## src/rtl/core/rrqt_pkg.sv

```systemverilog
`timescale 1ns / 1ps

package rrqt_pkg;

  localparam int PANEL_W_DEF    = 480;
  localparam int PANEL_H_DEF    = 800;
  localparam int BAND_LINES_DEF = 48;
  localparam int CMD_DEPTH      = 4;
  localparam int RES_DEPTH      = 4;

  localparam int XW    = 10;
  localparam int YW    = 9;
  localparam int PIXW  = 16;
  localparam int ADDRW = 16;
  localparam int PXW   = 9;
  localparam int PYW   = 10;
  localparam int HW    = 10;
  localparam int PRODW = 20;
  localparam int SUMW  = 21;

  typedef enum logic {
    REQ_START = 1'b0,
    REQ_PIXEL = 1'b1
  } req_kind_t;

  typedef enum logic [1:0] {
    KIND_WRITE    = 2'd0,
    KIND_RECT     = 2'd1,
    KIND_FLUSH    = 2'd2,
    KIND_OVERFLOW = 2'd3
  } out_kind_t;

  typedef enum logic {
    CMD_PIXEL = 1'b0,
    CMD_FLUSH = 1'b1
  } cmd_kind_t;

  typedef struct packed {
    logic [PXW-1:0] x_start;
    logic [PYW-1:0] y_start;
    logic [PXW-1:0] x_end;
    logic [PYW-1:0] y_end;
  } rect_t;

  typedef struct packed {
    cmd_kind_t       kind;
    logic [XW-1:0]   col;
    logic [YW-1:0]   j;
    logic [HW-1:0]   h;
    logic [PIXW-1:0] pix;
    logic            last_px;
    rect_t           rect;
  } cmd_t;

  typedef struct packed {
    out_kind_t        kind;
    logic [ADDRW-1:0] buf_addr;
    logic [PIXW-1:0]  pix;
    rect_t            rect;
    logic             last;
  } res_t;

endpackage

```

## src/rtl/core/region_rotate_quarter_turn.sv

```systemverilog
`timescale 1ns / 1ps
// Channel   Ports                       Transfer when
// input     push/full, in_*             push && !full
// result    empty/pop, out_*            pop && !empty
// config    cfg_we, cfg_wdata (flip)    cfg_we
//
// One input item per cycle while full is low; a region's last pixel holds the back end
// while it sends its write result and then its rectangle result. An input transfer passes
// the command queue, multiply, add/compare and result queue write before it reaches the port.
// Reset is synchronous; control state clears directly, with no clearing pass.
// full rises only when the command queue fills; a stalled result holds in the
// result queue while the front keeps accepting.

module region_rotate_quarter_turn import rrqt_pkg::*; #(
  parameter int PANEL_W    = PANEL_W_DEF,
  parameter int PANEL_H    = PANEL_H_DEF,
  parameter int BAND_LINES = BAND_LINES_DEF
) (
  input  logic             clk,
  input  logic             rst_n,
  input  logic             cfg_we,
  input  logic             cfg_wdata,
  input  logic             push,
  output logic             full,
  input  logic             in_req_type,
  input  logic [XW-1:0]    in_region_x_first,
  input  logic [YW-1:0]    in_region_y_first,
  input  logic [XW-1:0]    in_region_x_last,
  input  logic [YW-1:0]    in_region_y_last,
  input  logic             in_panel_taken,
  input  logic [PIXW-1:0]  in_pixel,
  output logic             empty,
  input  logic             pop,
  output logic [1:0]       out_kind,
  output logic [ADDRW-1:0] out_buf_addr,
  output logic [PIXW-1:0]  out_pixel_out,
  output logic [PXW-1:0]   out_panel_x_start,
  output logic [PYW-1:0]   out_panel_y_start,
  output logic [PXW-1:0]   out_panel_x_end,
  output logic [PYW-1:0]   out_panel_y_end,
  output logic             out_last
);

  logic in_xfer;
  logic f_push;
  cmd_t f_data;
  logic q_full, q_empty, q_pop;
  cmd_t q_data;
  logic r_push, r_full;
  res_t r_data;
  res_t out_res;

  assign full    = q_full;
  assign in_xfer = push && !q_full;

  rrqt_front #(
    .PANEL_W (PANEL_W),
    .PANEL_H (PANEL_H)
  ) u_front (
    .clk               (clk),
    .rst_n             (rst_n),
    .cfg_we            (cfg_we),
    .cfg_wdata         (cfg_wdata),
    .in_xfer           (in_xfer),
    .in_req_type       (in_req_type),
    .in_region_x_first (in_region_x_first),
    .in_region_y_first (in_region_y_first),
    .in_region_x_last  (in_region_x_last),
    .in_region_y_last  (in_region_y_last),
    .in_panel_taken    (in_panel_taken),
    .in_pixel          (in_pixel),
    .q_push            (f_push),
    .q_data            (f_data)
  );

  rrqt_fifo #(
    .WIDTH ($bits(cmd_t)),
    .DEPTH (CMD_DEPTH)
  ) u_cmd_q (
    .clk   (clk),
    .rst_n (rst_n),
    .push  (f_push),
    .wdata (f_data),
    .full  (q_full),
    .pop   (q_pop),
    .rdata (q_data),
    .empty (q_empty)
  );

  rrqt_back #(
    .PANEL_H    (PANEL_H),
    .BAND_LINES (BAND_LINES)
  ) u_back (
    .clk     (clk),
    .rst_n   (rst_n),
    .q_valid (!q_empty),
    .q_data  (q_data),
    .q_pop   (q_pop),
    .r_full  (r_full),
    .r_push  (r_push),
    .r_data  (r_data)
  );

  rrqt_fifo #(
    .WIDTH ($bits(res_t)),
    .DEPTH (RES_DEPTH)
  ) u_res_q (
    .clk   (clk),
    .rst_n (rst_n),
    .push  (r_push),
    .wdata (r_data),
    .full  (r_full),
    .pop   (pop),
    .rdata (out_res),
    .empty (empty)
  );

  assign out_kind          = out_res.kind;
  assign out_buf_addr      = out_res.buf_addr;
  assign out_pixel_out     = out_res.pix;
  assign out_panel_x_start = out_res.rect.x_start;
  assign out_panel_y_start = out_res.rect.y_start;
  assign out_panel_x_end   = out_res.rect.x_end;
  assign out_panel_y_end   = out_res.rect.y_end;
  assign out_last          = out_res.last;

  a_reset_empty: assert property (@(posedge clk) !rst_n |=> empty)
    else $error("result queue not empty after reset");

  a_flush_last: assert property (@(posedge clk) disable iff (!rst_n)
    (!empty && (out_kind == KIND_FLUSH || out_kind == KIND_RECT)) |-> out_last)
    else $error("flush or rectangle result without last");

  a_ovf_addr: assert property (@(posedge clk) disable iff (!rst_n)
    (!empty && out_kind == KIND_OVERFLOW) |-> (out_buf_addr == '0))
    else $error("overflow result carries an address");

  a_rect_after_write: assert property (@(posedge clk) disable iff (!rst_n)
    (!empty && pop && (out_kind == KIND_WRITE || out_kind == KIND_OVERFLOW) && !out_last)
    |=> !(!empty && out_kind == KIND_FLUSH))
    else $error("region interrupted by flush result");

endmodule

```

## src/rtl/core/rrqt_fifo.sv

```systemverilog
`timescale 1ns / 1ps

module rrqt_fifo import rrqt_pkg::*; #(
  parameter int WIDTH = 8,
  parameter int DEPTH = 4
) (
  input  logic             clk,
  input  logic             rst_n,
  input  logic             push,
  input  logic [WIDTH-1:0] wdata,
  output logic             full,
  input  logic             pop,
  output logic [WIDTH-1:0] rdata,
  output logic             empty
);

  localparam int PW = $clog2(DEPTH);
  localparam int CW = $clog2(DEPTH + 1);

  logic [WIDTH-1:0] mem_r [DEPTH];
  logic [PW-1:0]    wptr_r, wptr_nxt;
  logic [PW-1:0]    rptr_r, rptr_nxt;
  logic [CW-1:0]    count_r, count_nxt;
  logic             do_push, do_pop;

  assign full    = (count_r == CW'(DEPTH));
  assign empty   = (count_r == '0);
  assign do_push = push && !full;
  assign do_pop  = pop && !empty;
  assign rdata   = mem_r[rptr_r];

  always_comb begin
    wptr_nxt  = do_push ? wptr_r + PW'(1) : wptr_r;
    rptr_nxt  = do_pop ? rptr_r + PW'(1) : rptr_r;
    count_nxt = count_r;
    if (do_push && !do_pop) begin
      count_nxt = count_r + CW'(1);
    end else if (do_pop && !do_push) begin
      count_nxt = count_r - CW'(1);
    end
  end

  always_ff @(posedge clk) begin
    if (!rst_n) begin
      wptr_r  <= '0;
      rptr_r  <= '0;
      count_r <= '0;
    end else begin
      wptr_r  <= wptr_nxt;
      rptr_r  <= rptr_nxt;
      count_r <= count_nxt;
    end
  end

  always_ff @(posedge clk) begin
    if (do_push) begin
      mem_r[wptr_r] <= wdata;
    end
  end

endmodule

```

## src/rtl/core/rrqt_front.sv

```systemverilog
`timescale 1ns / 1ps

module rrqt_front import rrqt_pkg::*; #(
  parameter int PANEL_W = PANEL_W_DEF,
  parameter int PANEL_H = PANEL_H_DEF
) (
  input  logic            clk,
  input  logic            rst_n,
  input  logic            cfg_we,
  input  logic            cfg_wdata,
  input  logic            in_xfer,
  input  logic            in_req_type,
  input  logic [XW-1:0]   in_region_x_first,
  input  logic [YW-1:0]   in_region_y_first,
  input  logic [XW-1:0]   in_region_x_last,
  input  logic [YW-1:0]   in_region_y_last,
  input  logic            in_panel_taken,
  input  logic [PIXW-1:0] in_pixel,
  output logic            q_push,
  output cmd_t            q_data
);

  logic          flip_r, flip_nxt;
  logic [XW-1:0] left_r, left_nxt;
  logic [XW-1:0] right_r, right_nxt;
  logic [YW-1:0] top_r, top_nxt;
  logic [YW-1:0] bottom_r, bottom_nxt;
  logic [XW-1:0] cur_col_r, cur_col_nxt;
  logic [YW-1:0] cur_row_r, cur_row_nxt;
  logic          active_r, active_nxt;

  logic          is_pixel;
  logic          bad;
  logic          last_px;
  logic [XW-1:0] col;
  logic [YW-1:0] j;
  logic [HW-1:0] h;
  rect_t         rect;

  assign is_pixel = (in_req_type == REQ_PIXEL);

  assign bad = in_panel_taken
            || (in_region_x_last < in_region_x_first)
            || (in_region_y_last < in_region_y_first)
            || ({2'b00, in_region_x_last} >= 12'(PANEL_H))
            || ({2'b00, in_region_y_last} >= 11'(PANEL_W));

  assign last_px = (cur_col_r == right_r) && (cur_row_r == bottom_r);
  assign h       = {1'b0, bottom_r} - {1'b0, top_r} + HW'(1);

  always_comb begin
    if (flip_r) begin
      col          = right_r - cur_col_r;
      j            = cur_row_r - top_r;
      rect.x_start = top_r;
      rect.y_start = PYW'(12'(PANEL_H - 1) - {2'b00, right_r});
      rect.x_end   = bottom_r + PXW'(1);
      rect.y_end   = PYW'(12'(PANEL_H) - {2'b00, left_r});
    end else begin
      col          = cur_col_r - left_r;
      j            = bottom_r - cur_row_r;
      rect.x_start = PXW'(11'(PANEL_W - 1) - {2'b00, bottom_r});
      rect.y_start = left_r;
      rect.x_end   = PXW'(11'(PANEL_W) - {2'b00, top_r});
      rect.y_end   = right_r + PYW'(1);
    end
  end

  always_comb begin
    q_data.kind    = is_pixel ? CMD_PIXEL : CMD_FLUSH;
    q_data.col     = col;
    q_data.j       = j;
    q_data.h       = h;
    q_data.pix     = in_pixel;
    q_data.last_px = last_px;
    q_data.rect    = rect;
    q_push         = in_xfer && (is_pixel ? active_r : bad);
  end

  always_comb begin
    flip_nxt    = cfg_we ? cfg_wdata : flip_r;
    left_nxt    = left_r;
    right_nxt   = right_r;
    top_nxt     = top_r;
    bottom_nxt  = bottom_r;
    cur_col_nxt = cur_col_r;
    cur_row_nxt = cur_row_r;
    active_nxt  = active_r;
    if (in_xfer) begin
      if (!is_pixel) begin
        left_nxt    = in_region_x_first;
        right_nxt   = in_region_x_last;
        top_nxt     = in_region_y_first;
        bottom_nxt  = in_region_y_last;
        cur_col_nxt = in_region_x_first;
        cur_row_nxt = in_region_y_first;
        active_nxt  = !bad;
      end else if (active_r) begin
        if (last_px) begin
          active_nxt = 1'b0;
        end else if (cur_col_r == right_r) begin
          cur_col_nxt = left_r;
          cur_row_nxt = cur_row_r + YW'(1);
        end else begin
          cur_col_nxt = cur_col_r + XW'(1);
        end
      end
    end
  end

  always_ff @(posedge clk) begin
    if (!rst_n) begin
      flip_r    <= 1'b0;
      left_r    <= '0;
      right_r   <= '0;
      top_r     <= '0;
      bottom_r  <= '0;
      cur_col_r <= '0;
      cur_row_r <= '0;
      active_r  <= 1'b0;
    end else begin
      flip_r    <= flip_nxt;
      left_r    <= left_nxt;
      right_r   <= right_nxt;
      top_r     <= top_nxt;
      bottom_r  <= bottom_nxt;
      cur_col_r <= cur_col_nxt;
      cur_row_r <= cur_row_nxt;
      active_r  <= active_nxt;
    end
  end

endmodule

```

## src/rtl/core/rrqt_back.sv

```systemverilog
`timescale 1ns / 1ps

module rrqt_back import rrqt_pkg::*; #(
  parameter int PANEL_H    = PANEL_H_DEF,
  parameter int BAND_LINES = BAND_LINES_DEF
) (
  input  logic clk,
  input  logic rst_n,
  input  logic q_valid,
  input  cmd_t q_data,
  output logic q_pop,
  input  logic r_full,
  output logic r_push,
  output res_t r_data
);

  localparam logic [SUMW-1:0] BUF_SIZE = SUMW'(PANEL_H * BAND_LINES);

  logic             a_valid_r, a_valid_nxt;
  cmd_t             a_cmd_r;
  logic [PRODW-1:0] a_prod_r;

  logic             b_valid_r, b_valid_nxt;
  cmd_t             b_cmd_r;
  logic [PRODW-1:0] b_prod_r;
  logic             b_phase_r, b_phase_nxt;

  logic             two_res;
  logic             b_done, b_free, a_move, a_free;
  logic [SUMW-1:0]  addr;
  logic             ovf;

  assign two_res = (b_cmd_r.kind == CMD_PIXEL) && b_cmd_r.last_px;
  assign r_push  = b_valid_r && !r_full;
  assign b_done  = r_push && !(two_res && !b_phase_r);
  assign b_free  = !b_valid_r || b_done;
  assign a_move  = a_valid_r && b_free;
  assign a_free  = !a_valid_r || a_move;
  assign q_pop   = q_valid && a_free;

  assign addr = {1'b0, b_prod_r} + SUMW'(b_cmd_r.j);
  assign ovf  = (addr >= BUF_SIZE);

  always_comb begin
    r_data.kind     = KIND_FLUSH;
    r_data.buf_addr = '0;
    r_data.pix      = '0;
    r_data.rect     = '0;
    r_data.last     = 1'b1;
    case (b_cmd_r.kind)
      CMD_FLUSH: begin
        r_data.kind = KIND_FLUSH;
      end
      default: begin
        if (b_phase_r) begin
          r_data.kind = KIND_RECT;
          r_data.rect = b_cmd_r.rect;
        end else begin
          r_data.kind     = ovf ? KIND_OVERFLOW : KIND_WRITE;
          r_data.buf_addr = ovf ? '0 : addr[ADDRW-1:0];
          r_data.pix      = b_cmd_r.pix;
          r_data.last     = !b_cmd_r.last_px;
        end
      end
    endcase
  end

  always_comb begin
    a_valid_nxt = q_pop ? 1'b1 : (a_move ? 1'b0 : a_valid_r);
    b_valid_nxt = a_move ? 1'b1 : (b_done ? 1'b0 : b_valid_r);
    b_phase_nxt = b_phase_r;
    if (a_move) begin
      b_phase_nxt = 1'b0;
    end else if (r_push && two_res && !b_phase_r) begin
      b_phase_nxt = 1'b1;
    end
  end

  always_ff @(posedge clk) begin
    if (!rst_n) begin
      a_valid_r <= 1'b0;
      b_valid_r <= 1'b0;
      b_phase_r <= 1'b0;
    end else begin
      a_valid_r <= a_valid_nxt;
      b_valid_r <= b_valid_nxt;
      b_phase_r <= b_phase_nxt;
    end
  end

  always_ff @(posedge clk) begin
    if (q_pop) begin
      a_cmd_r  <= q_data;
      a_prod_r <= PRODW'(q_data.col) * PRODW'(q_data.h);
    end
    if (a_move) begin
      b_cmd_r  <= a_cmd_r;
      b_prod_r <= a_prod_r;
    end
  end

endmodule

```

## config.mk

```make
export PLATFORM = sky130hd
export DESIGN_NAME = region_rotate_quarter_turn
export DESIGN_NICKNAME = d
export VERILOG_FILES = /design/src/rtl/core/rrqt_pkg.sv /design/src/rtl/core/region_rotate_quarter_turn.sv /design/src/rtl/core/rrqt_fifo.sv /design/src/rtl/core/rrqt_front.sv /design/src/rtl/core/rrqt_back.sv
export SDC_FILE = /design/constraint.sdc
export NUM_CORES = 1
export LEC_CHECK = 0
export ABC_AREA = 1
export BUFFER_PORTS_ARGS = -buffer_cell sky130_fd_sc_hd__clkbuf_2
export CORE_MARGIN = 4
export CORE_UTILIZATION = 66
export DETAILED_ROUTE_END_ITERATION = 8
export HOLD_SLACK_MARGIN = 0.15
export MAX_ROUTING_LAYER = met4
export PLACE_DENSITY = 0.84
export SYNTH_ARGS = -nofsm -noshare
export SYNTH_HDL_FRONTEND = slang
export SYNTH_SLANG_ARGS = --single-unit
```

## constraint.sdc

```tcl
create_clock -name clk -period 9.3 [get_ports clk]
set_clock_uncertainty 0.05 [all_clocks]
set_input_delay 0.465 -clock clk [delete_from_list [all_inputs] [get_ports clk]]
set_output_delay 0.465 -clock clk [all_outputs]
set_load 0.01 [all_outputs]
```

Yosys cells after proc, flatten, opt, wreduce, memory -nomap -nowiden
Memory sizes are Yosys's and may differ from the RTL's. A register that Yosys moved wholly into a read port is not among the register bits.
Index checks and enable logic that the tools add are counted.
{"block": "word_totals", "reg_bits": 246, "mem_bits_rw": 632, "in_bits": 62, "output_inout_bits": 75, "wordCells": 165, "n_memories": 2}
{"block": "op_classes", "add_sub_neg": 23, "n_mul": 1, "order_cmp": 5, "eq_ne": 7, "n_mux": 40, "bitwise_logic": 3, "n_reduce_logical": 49}
{"memory": "u_cmd_q.mem_r", "words": 4, "width": 85, "read_ports": 1, "rd_ports_with_merged_regs": 1, "wr": 1, "line": "rrqt_fifo.sv:20", "text": "logic [WIDTH-1:0] mem_r [DEPTH];"}
{"memory": "u_res_q.mem_r", "words": 4, "width": 73, "read_ports": 1, "rd_ports_with_merged_regs": 1, "wr": 1, "line": "rrqt_fifo.sv:20"}
{"operator": "$mux 38", "n": 2}
{"operator": "$mux 71", "n": 1}
{"operator": "$mux 10", "n": 5}
{"operator": "$mux 9", "n": 5}
{"operator": "$mux 32", "n": 1}
{"operator": "$add 10x1->10 const B", "n": 3}
{"operator": "$add 20x9->21", "n": 1}
{"operator": "$ge 21x16->1 const B", "n": 1}
{"operator": "$mul 10x10->20", "n": 1}
{"operator": "$sub 10x10->10", "n": 2}
{"operator": "$sub 10x10->10 const A", "n": 2}
{"operator": "$logic_and 1x1->1", "n": 19}
{"operator": "$add 9x1->9 const B", "n": 2}
{"operator": "$sub 9x9->9", "n": 2}
{"operator": "$sub 9x9->9 const A", "n": 2}
{"operator": "$mux 16", "n": 1}
{"operator": "$logic_not 1->1", "n": 14}
{"operator": "$mux 1", "n": 14}
{"operator": "$mux 2", "n": 7}
{"operator": "$mux 3", "n": 4}
{"operator": "$eq 10x10->1", "n": 1}
{"operator": "$ge 10x10->1 const B", "n": 1}
{"operator": "$lt 10x10->1", "n": 1}
{"operator": "$sub 9x9->10", "n": 1}
{"operator": "other kinds (17)", "n": 35}

Depth between registers and ports, before layout
{"block": "depth", "ltp_word": 13, "ltp_mapped": 24}

Modules after synthesis
A second synthesis with hierarchy kept.
{"block": "unflattened", "cells_unflattened": 3788, "area_unflattened_um2": 41403.5}
{"mod": "rrqt_fifo (u_cmd_q)", "instances": 1, "cells_per_inst": 892, "area_each_um2": 13051.3}
{"mod": "rrqt_fifo (u_res_q)", "instances": 1, "cells_per_inst": 776, "area_each_um2": 11323.4}
{"mod": "rrqt_back", "instances": 1, "cells_per_inst": 986, "area_each_um2": 10147.2}
{"mod": "rrqt_front", "instances": 1, "cells_per_inst": 1131, "area_each_um2": 6867.8}
{"mod": "region_rotate_quarter_turn", "instances": 1, "cells_per_inst": 3, "area_each_um2": 13.8}

Least setup slack after synthesis
Ideal clock, no wire load.
{"block": "synth_timing", "path_type": "register -> register", "start": "register (tool-made name)", "end": "register u_back.a_prod_r[17] (data pin)", "arrival_time_ns": 5.351, "required_ns": 8.985, "slack_ns": 3.634, "path_stages_with_launch": 25, "path_buffers": 3, "period_less_slack_ns": 5.666, "cell_sequence": "dfxtp_1 > buf_2 > buf_2 > buf_2 > a21oi_1 > a32oi_1 > nand2_1 > fa_1 > inv_1 > fa_1 > inv_1 > fa_1 > inv_1 > fa_1 > inv_1 > fa_1 > inv_1 > ha_1 > nand2_1 > nor2_1 > inv_1 > o21ai_0 > a21oi_1 > o21ai_0 > xor2_1"}
{"element": "to (signal assigned)", "line": "rrqt_back.sv:94", "text": "a_prod_r <= PRODW'(q_data.col) * PRODW'(q_data.h);"}
{"element": "to (decl)", "line": "rrqt_back.sv:21", "text": "logic [PRODW-1:0] a_prod_r;"}

==> impl_summary.md <==
Timing
In the finished design, the share of the clock period the worst path needs comes to 0.767. The clock period minus worst slack is slightly above 7000 ps. The final-report max-slew violation count is 0. Setup repair after global routing left no endpoint under its margin. For the final routed database, the setup TNS stands at 0 ps.

Measured against its own limit, the worst slew margin works out to 0.201. The number of setup violations in the final report is 0. The maximum frequency from static timing analysis is around 0.14 GHz. The number of hold violations in the final report is 0. The actual transition at the worst max-transition pin is approximately 1200 ps.

Floorplan
The standard cell core area is 59500 µm². The die covers 64600 µm². The effective utilization at floorplan is 0.672. between 100 and 150 I/O pins were placed. The die boundary width is 254 µm. The height of the die is between 200 and 300 µm. After floorplanning, the core was divided into slightly below 90 placement rows.

Worst setup path
In this run the worst path has a maximum fanout of 92. The kind of start point of the critical path is a flip-flop. The worst setup path is captured at a flip-flop.

The largest stage delay on the critical path is about 800 ps. The critical path goes through inv_4, nand2_1, a32oi_1, nand2_1, fa_1, inv_1, fa_1, inv_1, fa_1, inv_1, fa_1, inv_1, fa_1, inv_1, ha_1, nand2_1, nor2_1, inv_1, o21ai_0, a21oi_1, o21ai_0, xor2_1. STA puts the critical path data arrival time at between 7000 and 8000 ps. By instance count, the cell type seen most on the critical path is sky130_fd_sc_hd__inv_1. At the worst endpoint, the required time is 9620 ps.

The critical path class is flip-flop to flip-flop. For this design, the slowest cell found on the critical path is sky130_fd_sc_hd__inv_4.

Global routing
The overall overflow remaining after global route is 0. In the global route stage, overall resource usage came out at 0.300. The initial antenna violation count is 0.

The via count of the first global-routing pass is 26.7k. The global-route wire length before repair is 147 mm. Entering global routing, the biggest net connects 93 pins.

Cells and area
Leaving out fill and tap cells, the most frequent cell in the layout is sky130_fd_sc_hd__edfxtp_1. For this run, the post-layout net count is roughly 4k. In the final layout, the share of cells above drive strength 1 is 0.0869. The number of filler cells placed in the layout is around 3.6k.

Compared with the post-synthesis result, the final layout area differs by 11.1%. The library cells used most frequently in the layout, excluding fill and tap cells, are 802 x sky130_fd_sc_hd__edfxtp_1, 535 x sky130_fd_sc_hd__nor2_1, 437 x sky130_fd_sc_hd__nand2_1.

Place
The detailed placement HPWL is between 50 and 60 mm. Input and output buffers added on the ports amount to between 100 and 150. The global placer's final weighted congestion is approximately 0.95.

Clock network
The CTS tree is yes. The number of buffers created by CTS is between 80 and 90. After clock tree synthesis, the clock-pin slew on the worst setup and hold paths is roughly 70 ps. The buffer cell driving the clock tree root is sky130_fd_sc_hd__clkbuf_16.

Post-CTS timing repair inserted 0 buffers for setup. In this run, post-CTS repair resized a total of 0 instances. The insertion delay of the later-clocked pin in the worst-skew pair is 640 ps.

The clock tree synthesis step divided the H-tree into 3 levels. No sink is reached through more buffers than the 3 on the longest clock path. Counting every sink on the clock net gives just under 900.

Worst hold path
The path class of the tightest hold or removal check is input pin to flip-flop. In this run the most critical hold path is launched from pop.

Yosys
For this run, asynchronously set or reset flops after synthesis account for 0. Synthesis produced a netlist whose cell count is 3502. The most frequently used flop master after synthesis is sky130_fd_sc_hd__edfxtp_1. By area, the combinational part of the netlist is dominated by compound AO/OA/AOI/OAI gates.

The total of flip-flops plus latches after synthesis is just under 900. The area share of and/or/nand/nor cells after synthesis is 0.110. The number of nets handed over by synthesis was about 3.8k.

Of the post-synthesis cell area, the dominant cell type holds 0.602. sky130_fd_sc_hd__edfxtp_1 takes more of the synthesized area than any other cell. The post-synthesis average cell area is 11.4 µm². After synthesis, the share of cell area in mux cells is 0.00100. The netlist area before placement is 40000 µm². Of the synthesized area, sequential elements account for 0.643. The count of warnings emitted by yosys is 0. After synthesis, the netlist uses between 50 and 60 different library cells.

Of the total synthesized cell area, the portion taken by XOR and XNOR cells is 0.0123. By area the synthesized netlist is led by sky130_fd_sc_hd__edfxtp_1 60%, sky130_fd_sc_hd__o21ai_0 5.4%, sky130_fd_sc_hd__nor2_1 5.1%. The synthesized design contains around 800 enable-type register cells. The synthesized-area fraction occupied by adder cells is 0.0826. The fraction of the mapped netlist area in compound gates was 0.111.

Routing
The count of unresolved DRC violations after routing is 0. The average via count per standard cell is around 6.2. The pre-antenna-repair detailed-routing pass consisted of 8 iterations. The count of routing violations after the opening detailed-route iteration is approximately 3.5k. The remaining number of nets flagged by the antenna check after routing is 0. The vias after detailed routing is approximately 28k. The average detailed-routed wire length per instance is roughly 21 µm. For this block, the routed nets add up to around 95 mm of wire.

Status
The run finished with clean final reports.

Job
The tool flagged a number of max-cap violations equal to 0.
worst max-delay path, delay by kind of cell, from the launching register on:
kind | cells | cell delay (ps)
flip-flops | 1 | 620
buffers and inverters | 7 | 1090
adder cells (fa/ha/maj) | 6 | 2940
AND/OR/NAND/NOR | 4 | 610
AO/OA/AOI/OAI | 4 | 1380
XOR/XNOR | 1 | 90
cell families (layout without fill, tap and decap cells):
| group | count (synthesis) | in the layout |
|---|---|---|
| multiplexers | 4 | 4 |
| adder cells (fa/ha/maj) | 222 | 222 |
| AND/OR/NAND/NOR | 1100 | 1100 |
| buffers and inverters | 427 | 641 |
| XOR/XNOR | 56 | 56 |
| AO/OA/AOI/OAI | 811 | 811 |
| flip-flops | 882 | 882 |
| other | 0 | 1 |
final timing paths:
path / endpoint / slack, ps / depth (start not counted)
min reg2reg: u_back.b_cmd_r[67] / 350 / 0
max: u_back.a_prod_r[17] / 2160 / 22
max reg2reg: u_back.a_prod_r[17] / 2160 / 22
min: flip-flop / 180 / 4
what timing repair did:
action                                 CTS  global route
hold buffers                            48             0
endpoints found under the hold margin  102             0
setup endpoints to repair                0             0
registers in the layout, indices dropped and copies added (netlist names), 2 cells and up, named ones only:
signal and count:
u_cmd_q.count_r 3, u_back.a_prod_r 20, u_front.bottom_r 9, u_back.b_prod_r 20, u_back.a_cmd_r 65, u_cmd_q.rptr_r 2, u_back.b_cmd_r 65, u_res_q.mem_r 292
u_res_q.rptr_r 2, u_front.left_r 10, u_front.top_r 9, u_cmd_q.wptr_r 2, u_front.cur_col_r 10, u_res_q.count_r 3, u_front.right_r 10, u_cmd_q.mem_r 340
u_res_q.wptr_r 2, u_front.cur_row_r 9
synth_stat cells, drive strengths merged (2+ instances only):
cell type  instances
edfxtp           802
nor2             547
nand2            444
o21ai            434
inv              270
a21oi            169
ha               152
o22ai            149
clkbuf           128
dfxtp             80
fa                70
nand3             55
xor2              43
buf               23
a32oi             21
nor3              18
nand4             16
xnor2             13
a211oi             9
nand3b             8
o211ai             8
clkinv             6
or2                6
a21o               5
mux2i              4
a21boi             3
and2               2
nor3b              2
nor4               2
o2111ai            2
o21bai             2
o31ai              2
o32ai              2
routing by layer:
metal	track usage	routed length, µm
met2	0.477	45600
met1	0.410	36800
met4	0.0864	2550
met5	-	0
met3	0.0463	9690
final cells by class:
type,instances,area (µm²),area share
Antenna cell,1,2.50,0.0000563
Clock buffer,99,2160,0.0486
Clock inverter,55,462,0.0104
Inverter,276,1040,0.0235
Multi-Input combinational cell,2193,12700,0.287
Sequential cell,882,25700,0.578
Tap cell,773,967,0.0218
Timing Repair Buffer,211,1360,0.0307
per-stage QoR:
step	instance area [µm²]	setup slack [ps]	instances	hold slack [ps]	util
3_3_place_gp	41300	2470	4287	351	0.695
6_report	44400	2160	4490	184	0.747
2_1_floorplan	40000	3630	3502	350	-
3_5_place_dp	41300	2360	4287	355	0.695
4_1_cts	44400	2270	4489	164	0.747
5_1_grt	44400	1680	4489	206	0.747
Power is left out: the tool's default activity adds up to more than one toggle a clock period on the data nets, which glitch-free logic cannot reach.
